<file path="config.mk">
export PLATFORM = sky130hd
export DESIGN_NAME = smg_cordic_cell
export DESIGN_NICKNAME = d
export VERILOG_FILES = /design/src/rtl/uv_sphere_mesh_generator_core_macros.svh /design/src/rtl/smg_pkg.sv /design/src/rtl/smg_cordic_cell.sv
export SDC_FILE = /design/constraint.sdc
export NUM_CORES = 1
export LEC_CHECK = 0
export ABC_AREA = 0
export BUFFER_PORTS_ARGS = -buffer_cell sky130_fd_sc_hd__buf_2
export CAP_MARGIN = 20
export CELL_PAD_IN_SITES_DETAIL_PLACEMENT = 1
export CELL_PAD_IN_SITES_GLOBAL_PLACEMENT = 1
export CORE_ASPECT_RATIO = 1.25
export CORE_MARGIN = 8
export CORE_UTILIZATION = 42
export CTS_CLUSTER_DIAMETER = 200
export DETAILED_ROUTE_END_ITERATION = 10
export HOLD_SLACK_MARGIN = 0.02
export PLACE_DENSITY_LB_ADDON = 0.1
export RECOVER_POWER = 50
export SETUP_SLACK_MARGIN = 0.4
export SYNTH_ARGS = -nofsm -noshare
export SYNTH_HDL_FRONTEND = slang
export SYNTH_SLANG_ARGS = --single-unit
</file>
<file path="constraint.sdc">
create_clock -name clock -period 3.64 [get_ports clock]
set_input_delay 0.364 -clock clock [delete_from_list [all_inputs] [get_ports clock]]
set_output_delay 0.364 -clock clock [all_outputs]
set_load 0.02 [all_outputs]
</file>
<file path="src/rtl/uv_sphere_mesh_generator_core_macros.svh">
// assertion helpers for the sphere generator core
`ifndef UV_SPHERE_MESH_GENERATOR_CORE_MACROS_SVH
`define UV_SPHERE_MESH_GENERATOR_CORE_MACROS_SVH

// same-cycle implication, sampled on the rising clock, off during reset
`define SMG_ASSERT_NOW(lbl, ante, cons, msg) \
   lbl: assert property (@(posedge clock) disable iff (reset) (ante) |-> (cons)) \
      else $error(msg);

// next-cycle implication, sampled on the rising clock, off during reset
`define SMG_ASSERT_NEXT(lbl, ante, cons, msg) \
   lbl: assert property (@(posedge clock) disable iff (reset) (ante) |=> (cons)) \
      else $error(msg);

`endif

</file>
<file path="src/rtl/smg_pkg.sv">
package smg_pkg;

   // field widths
   localparam int SECTOR_W = 8;
   localparam int RADIUS_W = 16;
   localparam int NUM_W    = 17;
   localparam int COORD_W  = 17;
   localparam int IDX_W    = 16;

   // sector count limits
   localparam logic [SECTOR_W-1:0] MIN_SECTORS = 8'd3;
   localparam logic [SECTOR_W-1:0] MAX_SECTORS = 8'd255;

   // fixed point setup
   localparam int COORD_FRAC_BITS     = 8;
   localparam int TRIG_ITERATIONS_DEF = 16;
   localparam int ATAN_ENTRIES        = 24;

   // register indexes on the csr port
   localparam logic REG_SECTOR_COUNT  = 1'b0;
   localparam logic REG_SPHERE_RADIUS = 1'b1;

   // divider chain sizes
   localparam int DIV1_RW = 8;
   localparam int DIV1_LW = 17;
   localparam int DIV2_RW = 10;
   localparam int DIV2_LW = 32;

   // cordic datapath
   localparam int CX_W = 33;
   localparam int CZ_W = 34;
   localparam logic signed [CX_W-1:0] CORDIC_GAIN = 33'sd652032874;

   localparam logic [31:0] ATAN_TURNS [ATAN_ENTRIES] = '{
      32'h20000000, 32'h12E4051E, 32'h09FB385B, 32'h051111D4,
      32'h028B0D43, 32'h0145D7E1, 32'h00A2F61E, 32'h00517C55,
      32'h0028BE53, 32'h00145F2F, 32'h000A2F98, 32'h000517CC,
      32'h00028BE6, 32'h000145F3, 32'h0000A2FA, 32'h0000517D,
      32'h000028BE, 32'h0000145F, 32'h00000A30, 32'h00000518,
      32'h0000028C, 32'h00000146, 32'h000000A3, 32'h00000051
   };

   // products carry 38 fraction bits
   localparam int PROD_W  = 49;
   localparam int COORD_SH = 38 - COORD_FRAC_BITS;
   localparam logic [PROD_W:0] COORD_BIAS =
      {{(PROD_W-COORD_SH+1){1'b0}}, 1'b1, {(COORD_SH-1){1'b0}}};
   localparam logic signed [PROD_W:0] COORD_MAX = (PROD_W+1)'(65535);
   localparam logic signed [PROD_W:0] COORD_MIN = -COORD_MAX;

   typedef struct packed {
      logic                   flip;
      logic signed [CX_W-1:0] x;
      logic signed [CX_W-1:0] y;
      logic signed [CZ_W-1:0] z;
   } cordic_type;

   typedef enum logic [1:0] {
      REGION_NORTH,
      REGION_BAND,
      REGION_SOUTH
   } region_type;

   // item info riding along the first divider
   typedef struct packed {
      logic                valid;
      logic                op;
      logic                oor;
      logic                npole;
      logic                spole;
      region_type          region;
      logic                odd;
      logic [SECTOR_W-1:0] fan_pos;
   } side1_type;

   // item info riding along the rest of the pipe
   typedef struct packed {
      logic             valid;
      logic             op;
      logic             oor;
      logic             npole;
      logic             spole;
      logic [IDX_W-1:0] corner_a;
      logic [IDX_W-1:0] corner_b;
      logic [IDX_W-1:0] corner_c;
   } side2_type;

   // round q2.30 to q1.15 half up, saturate
   function automatic logic signed [15:0] round_q15(input logic signed [CX_W-1:0] v);
      logic signed [CX_W:0] t;
      logic signed [CX_W:0] s;
      t = $signed({v[CX_W-1], v}) + $signed((CX_W+1)'(16384));
      s = t >>> 15;
      if (s > $signed((CX_W+1)'(32767))) begin
         return 16'sh7FFF;
      end else if (s < -$signed((CX_W+1)'(32768))) begin
         return 16'sh8000;
      end
      return s[15:0];
   endfunction

   // 38 fraction bits to output coordinate, round half up, saturate
   function automatic logic signed [COORD_W-1:0] to_coord(input logic signed [PROD_W-1:0] v);
      logic signed [PROD_W:0] t;
      logic signed [PROD_W:0] s;
      t = $signed({v[PROD_W-1], v}) + $signed(COORD_BIAS);
      s = t >>> COORD_SH;
      if (s > COORD_MAX) begin
         return COORD_MAX[COORD_W-1:0];
      end else if (s < COORD_MIN) begin
         return COORD_MIN[COORD_W-1:0];
      end
      return s[COORD_W-1:0];
   endfunction

endpackage

</file>
<file path="src/rtl/smg_cordic_cell.sv">
module smg_cordic_cell #(
   parameter int STAGE = 0
) (
   input  logic                   clock,
   input  logic                   en,
   input  smg_pkg::cordic_type    state_i,
   output smg_pkg::cordic_type    state_o
);

   smg_pkg::cordic_type state_ff, state_in;
   logic signed [smg_pkg::CX_W-1:0] dx, dy;
   logic signed [smg_pkg::CZ_W-1:0] angle;

   // one micro-rotation toward zero residual angle
   always_comb begin
      dx    = state_i.y >>> STAGE;
      dy    = state_i.x >>> STAGE;
      angle = $signed({{(smg_pkg::CZ_W-32){1'b0}}, smg_pkg::ATAN_TURNS[STAGE]});
      state_in      = state_i;
      if (!state_i.z[smg_pkg::CZ_W-1]) begin
         state_in.x = state_i.x - dx;
         state_in.y = state_i.y + dy;
         state_in.z = state_i.z - angle;
      end else begin
         state_in.x = state_i.x + dx;
         state_in.y = state_i.y - dy;
         state_in.z = state_i.z + angle;
      end
   end

   always_ff @(posedge clock) begin
      if (en) begin
         state_ff <= state_in;
      end
   end

   assign state_o = state_ff;

endmodule
</file>
==> metrics.md <==
| Metric | Value |
|---|---|
| Worst-path maximum fanout | 3 |
| Final wirelength | 30600 µm |
| Number of flip-flops in the largest register | 100 |
| Via density | 5.54 |
| Required @ worst endpoint | 3.74 ns |
| Pint | 2.54 mW |
| PwrDens | 393 mW/mm² |
| Worst Path Arrival | 3.19 ns |
| Sw Ratio | 38.5% |
| CTS H-tree depth | 3 |
| First DRT Iteration DRCs | 388 |
| Fin util | 50.9% |
| Total negative slack | 0 ns |
| First-pass GRT wire length | 46700 µm |
| Antenna violations before repair | 0 |
| Register area share after synthesis | 34.4% |
| Vias in the first global route | 8576 |
| Most frequent cells in the layout | buf_2 (133), a21oi_1 (114), inv_1 (101), edfxtp_1 (100), ha_1 (99) |
| Post-Syn Area | 0.00872 mm² |
| Ys flop type | edfxtp_1 |
| Number of hold buffers added after CTS | 0 |
| # IOs | 204 |
| Lkg Pwr | 4.66 nW |
| HP Class | input port to register |
| Post-CTS Setup Repair Bufs | 0 |
| CP endpoint kind | register |
| Max_cap viols | 0 |
| Worst vdd ir | 0.222 mV |
| CTS Buf Count | 9 |
| Status | finished clean |
| Deepest clock path buffer count | 2 |
| Yosys reg bits | 100 |
| Slew Limit Fails | 0 |
| Syn. warnings | 0 |
| Area grow syn2layout | 20.3% |
| DRC Markers | 0 |
| Slew @ Worst Pin | 1.45 ns |
| Crit start category | input port |
| GR Util All Layers | 23.8% |
| CTS tree | yes |
| Final HPWL DP | 25200 µm |
| Library cells used by synthesis | 81 |
| Psw | 1.59 mW |
| Register share of total power | 37.0% |
| Synth area leader | edfxtp_1 |
| FP Rows | 59 |
| WL per Instance | 20.9 µm |
| Routed Antenna Nets | 0 |
| Core Box Area | 0.0206 mm² |
| Max Clock Freq | 323 MHz |
| Asr flop ratio synth | 0% |
| Syn Inst Count | 954 |
| Mapped Nets | 1160 |
| Initial Utilization | 42.3% |
| Post-synth top area share | 34.4% |
| ANT cells | 0 |
| Commonest non-fill, non-tap cell in the layout | buf_2 |
| Vias post-DR | 8127 |
| Total congestion overflow | 0 |
| Final hold vios | 0 |
| Worst setup path endpoint | state_o[64]$_DFFE_PP_ |
| RSZ-0062 raised after global routing | false |
| Clock sinks | 100 |
| Fin crit period | 3.09 ns |
| Comb power frac | 38.7% |
| Clock transition at path regs | 0.09 ns |
| Die ar. | 0.0256 mm² |
| # nets final | 1393 |
| DP Worst Slack | 0.0518 ns |
| Drt pass-1 iters | 5 |
| Chip Height | 177 µm |
| GPL Wtd Cong | 0.970 |
| Clock Tree Root | clkbuf_16 |
| Final setup margin | 0.546 ns |
| Pin count of the biggest net entering global routing | 85 |
| CP startpoint | state_i[34] |
| Cells taking the most area after synthesis | edfxtp_1 (34%), ha_1 (14%), a21oi_1 (6.5%) |
| Post-synth EDFFs | 100 |
| Crit Path Class | input port to register |
| Final worst path period share | 85.0% |
| Buffers on Ports | 203 |
| Clk pwr share | 24.3% |
| Mean Syn Cell Area | 9.14 µm² |
| Die width | 145 µm |
| Hold path cells | 1 |
| Share of cells above drive strength 1 | 20.4% |
| Max-slew headroom | 3.49% |
| Final setup fails | 0 |
[worst max-delay path: stages]
cell and delay [ns]:
clkbuf_1 0.14, inv_1 0.07, ha_1 0.21, fa_1 0.41
inv_1 0.07, a21oi_1 0.11, o2111ai_2 0.29, a31oi_1 0.21
o41ai_1 0.36, buf_4 0.19, o21ai_1 0.06, a21oi_1 0.25
o21ai_1 0.13, a32oi_1 0.24, xor2_1 0.10
[worst min-delay path by stage]
stage | start | end
after global routing | state_i[5] | state_o[5]$_DFFE_PP_
after floorplan | state_i[0] | state_o[0]$_DFFE_PP_
final | state_i[9] | state_o[9]$_DFFE_PP_
after CTS | state_i[25] | state_o[25]$_DFFE_PP_
after detailed placement | state_i[4] | state_o[4]$_DFFE_PP_
after global placement | state_i[100] | state_o[100]$_DFFE_PP_
[what timing repair did]
item	4_1_cts	5_1_grt
resized for setup	0	4
endpoints found under the setup margin	0	10
hold endpoints to repair	0	0
[per-stage QoR]
stage	instances	power [mW]	area (µm²)	hold slack [ns]
floorplan	954	2.56	8720	0.463
detailed placement	1450	3.17	10300	0.543
global placement	1450	3.14	10300	0.540
CTS	1466	4.19	10600	0.148
finish	1466	4.12	10500	0.160
global route	1466	4.33	10500	0.149
[routing by layer]
| layer | GRT usage [%] | vias up | wire length, µm |
|---|---|---|---|
| met3 | 2.91 | 88 | 1320 |
| met4 | 12.0 | 0 | 1360 |
| met1 | 24.8 | 3931 | 11300 |
| met2 | 45.3 | 245 | 16600 |
| met5 | 0 | - | 0 |
| li1 | - | 3863 | - |
[power by group through the flow]
stage	Sequential [mW]	Combinational, mW	Clock [mW]
final	1.52	1.60	1.00
after global routing	1.54	1.72	1.06
after CTS	1.52	1.63	1.04
after detailed placement	1.55	1.62	0
after global placement	1.54	1.60	0
after floorplan	1.76	0.792	0
[layout make-up]
class	instances	area (µm²)
repair buffers	263	1380
clock buffers	9	225
fillers	2520	10100
multi-input cells	705	5060
flip-flops and latches	100	3000
clock inverters	7	72.6
inverters	108	405
well taps	274	343
[cell families after synthesis]
group / after synthesis / synth area share [%]
muxes: 13 / 1.51
and+or+nand+nor: 212 / 11.3
xor gates and xnor gates: 65 / 6.53
DFF: 100 / 34.4
adders and majority gates: 103 / 15.1
buffers and inverters: 149 / 7.78
AOI/OAI and AO/OA: 312 / 23.3
[cells in the mapped netlist, drive strengths merged, types with 4 or more instances]
master	instances
a2111oi	4
a221oi	5
a21boi	6
nand3	18
o21ai	54
a211oi	7
nor2b	9
xnor2	56
a31oi	17
nor2	87
edfxtp	100
o211ai	11
a211o	4
o41ai	6
mux2i	12
clkbuf	27
nand2b	9
ha	99
o31ai	15
nor4	5
nor3	16
a21oi	115
nand2	41
o21a	5
or3	4
clkinv	4
nand4	5
xor2	9
and2	7
fa	4
a21o	23
o21bai	17
inv	104
buf	14
Note: power is estimated with default switching activity, not from simulation.
