### src/rtl/uv_sphere_mesh_generator_core_macros.svh
// assertion helpers for the sphere generator core
`ifndef UV_SPHERE_MESH_GENERATOR_CORE_MACROS_SVH
`define UV_SPHERE_MESH_GENERATOR_CORE_MACROS_SVH

// same-cycle implication, sampled on the rising clock, off during reset
`define SMG_ASSERT_NOW(lbl, ante, cons, msg) \
   lbl: assert property (@(posedge clock) disable iff (reset) (ante) |-> (cons)) \
      else $error(msg);

// next-cycle implication, sampled on the rising clock, off during reset
`define SMG_ASSERT_NEXT(lbl, ante, cons, msg) \
   lbl: assert property (@(posedge clock) disable iff (reset) (ante) |=> (cons)) \
      else $error(msg);

`endif

### src/rtl/smg_pkg.sv
package smg_pkg;

   // field widths
   localparam int SECTOR_W = 8;
   localparam int RADIUS_W = 16;
   localparam int NUM_W    = 17;
   localparam int COORD_W  = 17;
   localparam int IDX_W    = 16;

   // sector count limits
   localparam logic [SECTOR_W-1:0] MIN_SECTORS = 8'd3;
   localparam logic [SECTOR_W-1:0] MAX_SECTORS = 8'd255;

   // fixed point setup
   localparam int COORD_FRAC_BITS     = 8;
   localparam int TRIG_ITERATIONS_DEF = 16;
   localparam int ATAN_ENTRIES        = 24;

   // register indexes on the csr port
   localparam logic REG_SECTOR_COUNT  = 1'b0;
   localparam logic REG_SPHERE_RADIUS = 1'b1;

   // divider chain sizes
   localparam int DIV1_RW = 8;
   localparam int DIV1_LW = 17;
   localparam int DIV2_RW = 10;
   localparam int DIV2_LW = 32;

   // cordic datapath
   localparam int CX_W = 33;
   localparam int CZ_W = 34;
   localparam logic signed [CX_W-1:0] CORDIC_GAIN = 33'sd652032874;

   localparam logic [31:0] ATAN_TURNS [ATAN_ENTRIES] = '{
      32'h20000000, 32'h12E4051E, 32'h09FB385B, 32'h051111D4,
      32'h028B0D43, 32'h0145D7E1, 32'h00A2F61E, 32'h00517C55,
      32'h0028BE53, 32'h00145F2F, 32'h000A2F98, 32'h000517CC,
      32'h00028BE6, 32'h000145F3, 32'h0000A2FA, 32'h0000517D,
      32'h000028BE, 32'h0000145F, 32'h00000A30, 32'h00000518,
      32'h0000028C, 32'h00000146, 32'h000000A3, 32'h00000051
   };

   // products carry 38 fraction bits
   localparam int PROD_W  = 49;
   localparam int COORD_SH = 38 - COORD_FRAC_BITS;
   localparam logic [PROD_W:0] COORD_BIAS =
      {{(PROD_W-COORD_SH+1){1'b0}}, 1'b1, {(COORD_SH-1){1'b0}}};
   localparam logic signed [PROD_W:0] COORD_MAX = (PROD_W+1)'(65535);
   localparam logic signed [PROD_W:0] COORD_MIN = -COORD_MAX;

   typedef struct packed {
      logic                   flip;
      logic signed [CX_W-1:0] x;
      logic signed [CX_W-1:0] y;
      logic signed [CZ_W-1:0] z;
   } cordic_type;

   typedef enum logic [1:0] {
      REGION_NORTH,
      REGION_BAND,
      REGION_SOUTH
   } region_type;

   // item info riding along the first divider
   typedef struct packed {
      logic                valid;
      logic                op;
      logic                oor;
      logic                npole;
      logic                spole;
      region_type          region;
      logic                odd;
      logic [SECTOR_W-1:0] fan_pos;
   } side1_type;

   // item info riding along the rest of the pipe
   typedef struct packed {
      logic             valid;
      logic             op;
      logic             oor;
      logic             npole;
      logic             spole;
      logic [IDX_W-1:0] corner_a;
      logic [IDX_W-1:0] corner_b;
      logic [IDX_W-1:0] corner_c;
   } side2_type;

   // round q2.30 to q1.15 half up, saturate
   function automatic logic signed [15:0] round_q15(input logic signed [CX_W-1:0] v);
      logic signed [CX_W:0] t;
      logic signed [CX_W:0] s;
      t = $signed({v[CX_W-1], v}) + $signed((CX_W+1)'(16384));
      s = t >>> 15;
      if (s > $signed((CX_W+1)'(32767))) begin
         return 16'sh7FFF;
      end else if (s < -$signed((CX_W+1)'(32768))) begin
         return 16'sh8000;
      end
      return s[15:0];
   endfunction

   // 38 fraction bits to output coordinate, round half up, saturate
   function automatic logic signed [COORD_W-1:0] to_coord(input logic signed [PROD_W-1:0] v);
      logic signed [PROD_W:0] t;
      logic signed [PROD_W:0] s;
      t = $signed({v[PROD_W-1], v}) + $signed(COORD_BIAS);
      s = t >>> COORD_SH;
      if (s > COORD_MAX) begin
         return COORD_MAX[COORD_W-1:0];
      end else if (s < COORD_MIN) begin
         return COORD_MIN[COORD_W-1:0];
      end
      return s[COORD_W-1:0];
   endfunction

endpackage

### src/rtl/smg_div_cell.sv
module smg_div_cell #(
   parameter int RW = smg_pkg::DIV1_RW,
   parameter int LW = smg_pkg::DIV1_LW
) (
   input  logic          clock,
   input  logic          en,
   input  logic [RW-1:0] divisor,
   input  logic [RW-1:0] rem_i,
   input  logic [LW-1:0] work_i,
   output logic [RW-1:0] rem_o,
   output logic [LW-1:0] work_o
);

   logic [RW-1:0] rem_ff, rem_in;
   logic [LW-1:0] work_ff, work_in;
   logic [RW:0]   trial;
   logic [RW:0]   diff;
   logic          ge;

   // one restoring step: dividend bit out the top, quotient bit in the bottom
   always_comb begin
      trial   = {rem_i, work_i[LW-1]};
      diff    = trial - {1'b0, divisor};
      ge      = (trial >= {1'b0, divisor});
      rem_in  = ge ? diff[RW-1:0] : trial[RW-1:0];
      work_in = {work_i[LW-2:0], ge};
   end

   always_ff @(posedge clock) begin
      if (en) begin
         rem_ff  <= rem_in;
         work_ff <= work_in;
      end
   end

   assign rem_o  = rem_ff;
   assign work_o = work_ff;

endmodule

### config.mk
export PLATFORM = sky130hd
export DESIGN_NAME = smg_div_cell
export DESIGN_NICKNAME = d
export VERILOG_FILES = /design/src/rtl/uv_sphere_mesh_generator_core_macros.svh /design/src/rtl/smg_pkg.sv /design/src/rtl/smg_div_cell.sv
export SDC_FILE = /design/constraint.sdc
export NUM_CORES = 1
export LEC_CHECK = 0
export BUFFER_PORTS_ARGS = -buffer_cell sky130_fd_sc_hd__buf_2
export CORE_MARGIN = 2
export CORE_UTILIZATION = 30
export CTS_BUF_LIST = sky130_fd_sc_hd__clkbuf_16
export DETAILED_ROUTE_END_ITERATION = 16
export HOLD_SLACK_MARGIN = 0.06
export PLACE_DENSITY = 0.62
export SLEW_MARGIN = 0
export SYNTH_ARGS = -nofsm -noshare
export SYNTH_HDL_FRONTEND = slang
export SYNTH_SLANG_ARGS = --single-unit
### constraint.sdc
create_clock -name clock -period 2.5 [get_ports clock]
set_input_delay 0.25 -clock clock [delete_from_list [all_inputs] [get_ports clock]]
set_output_delay 0.25 -clock clock [all_outputs]
set_load 0.05 [all_outputs]
==> results_dict.tcl, run 1 <==
set metrics [dict create \
    rsz0062_at_grt "false" \
    p_clk_share_pct 28.0 \
    syn-cell-area_um2 1270 \
    switching_power_uw 389 \
    dp_hpwl_mm 2.08 \
    synth_nets 138 \
    synthCells 94 \
    hold_viol 0 \
    wl_per_cell_um 12.7 \
    fmax_mhz 490 \
    ant_nets 0 \
    htreeDepth 1 \
    grt_overflow 0 \
    gp_congestion 0.819 \
    p_leak_uw 0.000770 \
    root_buffer "clkbuf_16" \
    wl_mm 2.61 \
    holdBufCountCts 0 \
    avgSynthCellArea_um2 13.5 \
    cts_setup_buffers 0 \
    drtIter0Drc 39 \
    ir_drop_v 0.000245 \
    arrival_ns 2.04 \
    clock-sinks 25 \
    vias 943 \
    io_pins 60 \
    seq_area_frac_synth_pct 59.1 \
    synth_top_cell_by_area "edfxtp_1" \
    criticalPathCategory "in -> reg" \
    crit_path_end_kind "flop" \
    crit_family "adder cells" \
    placed_cell_area_um2 1620 \
    final_cell_mix "59 x buf_2, 25 x edfxtp_1, 14 x inv_1" \
    synth_edf_count 25 \
    fin_nets 200 \
    synthToLayoutAreaGrowth_pct 33.6 \
    powerDensity_nw_per_um2 722 \
    drc_errors 0 \
    crit_fanout 3 \
    setup_viol 0 \
    synth_ff_type "edfxtp_1" \
    fin_area_um2 1700 \
    slew_headroom_pct 61.7 \
    cts_buffers 3 \
    period_share_pct 81.6 \
    cts.clk_slew.worst_paths_ns 0.06 \
    cp_data_required_time_ns 2.50 \
    hp-class "in -> reg" \
    grt_usage_pct 10.6 \
    synth_top_area_share_pct 59.1 \
    fillers 403 \
    power_frac_seq_pct 42.6 \
    swShare_pct 31.8 \
    cts_resized 0 \
    cp_cell_sequence "buf_2 -> inv_1 -> ha_1 -> fa_1 -> nor2b_1 -> o31a_1 -> nor4_1 -> a311o_1 -> mux2_2" \
    core_um2 4030 \
    num_rows 23 \
    fin_crit_ns 2.04 \
    vias_per_cell 4.60 \
    antenna_found_initial 0 \
    finalSetupTns_ns 0 \
    initial_core_util_pct 31.6 \
    die-height_um 69.1 \
    firstDrtPassIters 5 \
    grt_pass1_vias 953 \
    crit_buf_inv 2 \
    diodes 0 \
    grt_pass1_wl_mm 4.09 \
    power.share.combinational_pct 29.4 \
    synth_area_leaders "edfxtp_1 59%, ha_1 7.9%, mux2_2 4.4%" \
    synth_cell_types 30 \
    cp-start-kind "primary input" \
    cts_tree "yes" \
    final_common_cell "buf_2" \
    status "completed" \
    maxSlewViolCount 0 \
    die_x_um 69.1 \
    cts_buffer_depth 2 \
    grt_max_degree 26 \
    p_int_uw 836 \
    yosysWarnings 0 \
    synth-async-reset-ratio_pct 0 \
    drive_gt1_share_pct 45.8 \
    critPathSlowestCell "fa_1" \
    synth-seq-cells 25 \
    die_area_um2 4770 \
    worst_slew_pin_slew_ns 0.574 \
    cap_violations 0 \
    slowest_delay_ns 0.42 \
    numPortBuffers 59 \
]
-- registers in the layout (all words and copies together) (netlist names) --
| signal | flops |
|---|---|
| rem_o | 8 |
| work_o | 17 |
-- metal layers --
metal  part of all wire [%]  routed length (µm)  track usage, %  vias to the layer above
met4                   0.46                  12            3.05                        0
met1                     41                1060            11.7                      436
met2                     53                1380            20.0                       34
li1                       -                   -               -                      471
met3                    5.7                 148            2.49                        2
met5                      0                   0               0                        -
-- logic make-up after synthesis --
family,share of synthesized area [%]
buf+inv,4.63
simple gates,6.10
compound gates,12.7
xor+xnor,2.07
flops,59.1
fa+ha+maj,9.45
mux,6.00
-- path summary, 6_finish.rpt --
kind        from         end  slack [ns]  cells after the start
max   work_i[16]    rem_o[6]        0.46                      9
min   work_i[14]  work_o[15]        0.17                      1
-- power by group through the flow --
stage / Combinational [µW] / Clock (µW) / Sequential (µW)
2_1_floorplan: 114 / 0 / 685
4_1_cts: 363 / 353 / 523
6_report: 361 / 343 / 522
5_1_grt: 381 / 367 / 526
3_3_place_gp: 353 / 0 / 531
3_5_place_dp: 362 / 0 / 532
-- Yosys cell counts (2+ instances only) --
library cell  instances
a21o_1                3
a21oi_1               3
a21oi_2               2
buf_2                 2
edfxtp_1             25
ha_1                  8
inv_1                13
mux2_2                5
mux2i_1               2
nand2_1               3
nand3_1               2
nor2_1                2
nor3_1                3
o21ai_0               4
xnor2_1               2
-- final cells by class --
cell class	instances	area, µm²	area share [%]
well taps	50	62.6	3.68
clock buffers	3	75.1	4.42
clock inverters	1	3.75	0.221
flip-flops and latches	25	751	44.2
inverters	13	48.8	2.87
multi-input cells	54	462	27.2
repair buffers	59	295	17.4
-- metrics by stage --
stage	worst slack, ns	cells	util [%]	hold WS, ns	total power, µW
after global placement	0.274	201	40.2	0.427	885
after detailed placement	0.188	201	40.2	0.428	894
after floorplan	0.477	94	-	0.349	799
final	0.460	205	42.1	0.169	1230
after global routing	0.382	205	42.1	0.163	1270
after CTS	0.467	205	42.1	0.167	1240
No activity file was read; power rests on OpenSTA's default activity.
==> inputs of run 2 (changes only) <==
Settings changed: PLACE_DENSITY 0.62 to 0.64.
Clock period 2.5 ns to 1.8 ns, I/O delays scaled along.
==> run 2 against run 1 <==
Effect of this change:
- first-iteration DRC count rose to 2.5 times the previous value
- critical path depth rose by 1
- sequential cell count did not move
- critical path type unchanged
- sequential share of layout area fell by 5.6 points
==> results_dict.tcl, run 2 (synthesis results as in run 1) <==
set metrics [dict create \
    slew_headroom_pct 64.8 \
    grt_overflow 0 \
    fin_nets 222 \
    antenna_found_initial 0 \
    cts_buffer_depth 2 \
    cts_tree "yes" \
    dp_cells 219 \
    setup_viol 0 \
    drc_errors 0 \
    cp-start-kind "primary input" \
    grt_pass1_wl_mm 4.35 \
    cts.clk_slew.worst_paths_ns 0.06 \
    cts_buffers 3 \
    hp-class "in -> reg" \
    status "completed" \
    num_rows 23 \
    vias_per_cell 4.56 \
    hold_path.startpoint "work_i[4]" \
    grt_usage_pct 11.2 \
    cp_data_required_time_ns 1.81 \
    cap_violations 0 \
    die_area_um2 4770 \
    ir_drop_v 0.000425 \
    arrival_ns 1.75 \
    drtIter0Drc 99 \
    switching_power_uw 552 \
    criticalPathCategory "in -> reg" \
    power_frac_seq_pct 40.6 \
    firstDrtPassIters 4 \
    initial_core_util_pct 31.6 \
    power.share.combinational_pct 33.2 \
    final_cell_mix "58 x buf_2, 25 x edfxtp_1, 22 x buf_4" \
    core_um2 4030 \
    powerDensity_nw_per_um2 919 \
    grt_max_degree 26 \
    drive_gt1_share_pct 56.5 \
    htreeDepth 1 \
    period_share_pct 97.2 \
    ant_nets 0 \
    io_pins 60 \
    worst_slew_pin_slew_ns 0.529 \
    grt_pass1_vias 1001 \
    p_leak_uw 0.000903 \
    wl_mm 2.78 \
    wl_per_cell_um 12.2 \
    crit_path_end_kind "flop" \
    die_x_um 69.1 \
    maxSlewViolCount 0 \
    swShare_pct 30.9 \
    dp_hpwl_mm 2.29 \
    finalNonFillerCells 227 \
    clock-sinks 25 \
    diodes 0 \
    gp_congestion 0.751 \
    crit_fanout 7 \
    fin_crit_ns 1.75 \
    crit_start "work_i[16]" \
    fin_area_um2 1940 \
    p_clk_share_pct 26.2 \
    vias 1034 \
    die-height_um 69.1 \
    hold_viol 0 \
    fmax_mhz 572 \
    holdBufCountCts 0 \
    final_common_cell "buf_2" \
    numPortBuffers 59 \
    p_int_uw 1230 \
    root_buffer "clkbuf_16" \
    synthToLayoutAreaGrowth_pct 53.0 \
    utilization_pct 48.3 \
    largest_reg_flops 17 \
    placed_cell_area_um2 1820 \
]
[run 2: cell count changes in the layout (fill, tap and decap cells not counted), sizes merged]
| cell | change |
|---|---|
| buf | +22 |
[run 2: layout make-up]
class | count | area (µm²)
Clock buffer | 3 | 75.1
Clock inverter | 1 | 3.75
Fill cell | 396 | 2080
Inverter | 13 | 61.3
Multi-Input combinational cell | 54 | 515
Sequential cell | 25 | 751
Tap cell | 50 | 62.6
Timing Repair Buffer | 81 | 475
[run 2: what timing repair did]
| item | in CTS | in global routing |
|---|---|---|
| setup endpoints to repair | 1 | 5 |
| setup buffers | 0 | 4 |
| resized for setup | 2 | 2 |
| pin swaps | 0 | 4 |
| endpoints found under the hold margin | 0 | 0 |
[run 2: routing by layer]
layer,wire (µm),global-route usage [%],vias to the layer above
li1,-,-,514
met1,1230,13.8,462
met2,1250,18.1,55
met3,262,4.09,3
met4,37,3.92,0
met5,0,0,-
[run 2: power groups by stage]
stage	combinational, µW	clock, µW	sequential (µW)
floorplan	183	0	952
global placement	567	0	738
detailed placement	579	0	740
CTS	581	484	728
global route	634	507	732
finish	593	468	726
[run 2: worst max-delay path, cell delays in order]
cell	delay, ns
buf_4	0.14
inv_12	0.05
ha_4	0.13
buf_4	0.10
or2b_1	0.23
a21oi_2	0.15
o21ai_2	0.09
a41oi_4	0.23
buf_12	0.17
mux2_4	0.29
[run 2: through the flow]
stage | total power, µW | hold WS, ns | TNS, ns | setup slack [ns]
after floorplan | 1130 | 0.279 | -0.173 | -0.0660
after global placement | 1300 | 0.361 | -1.03 | -0.276
after detailed placement | 1320 | 0.360 | -1.38 | -0.320
after CTS | 1790 | 0.0936 | 0 | 0.00358
after global routing | 1870 | 0.0907 | -0.0125 | -0.00961
final | 1790 | 0.0987 | 0 | 0.0512
[run 2: final timing paths]
kind | endpoint | cells past startpoint
min | work_o[5] | 1
max | rem_o[3] | 10
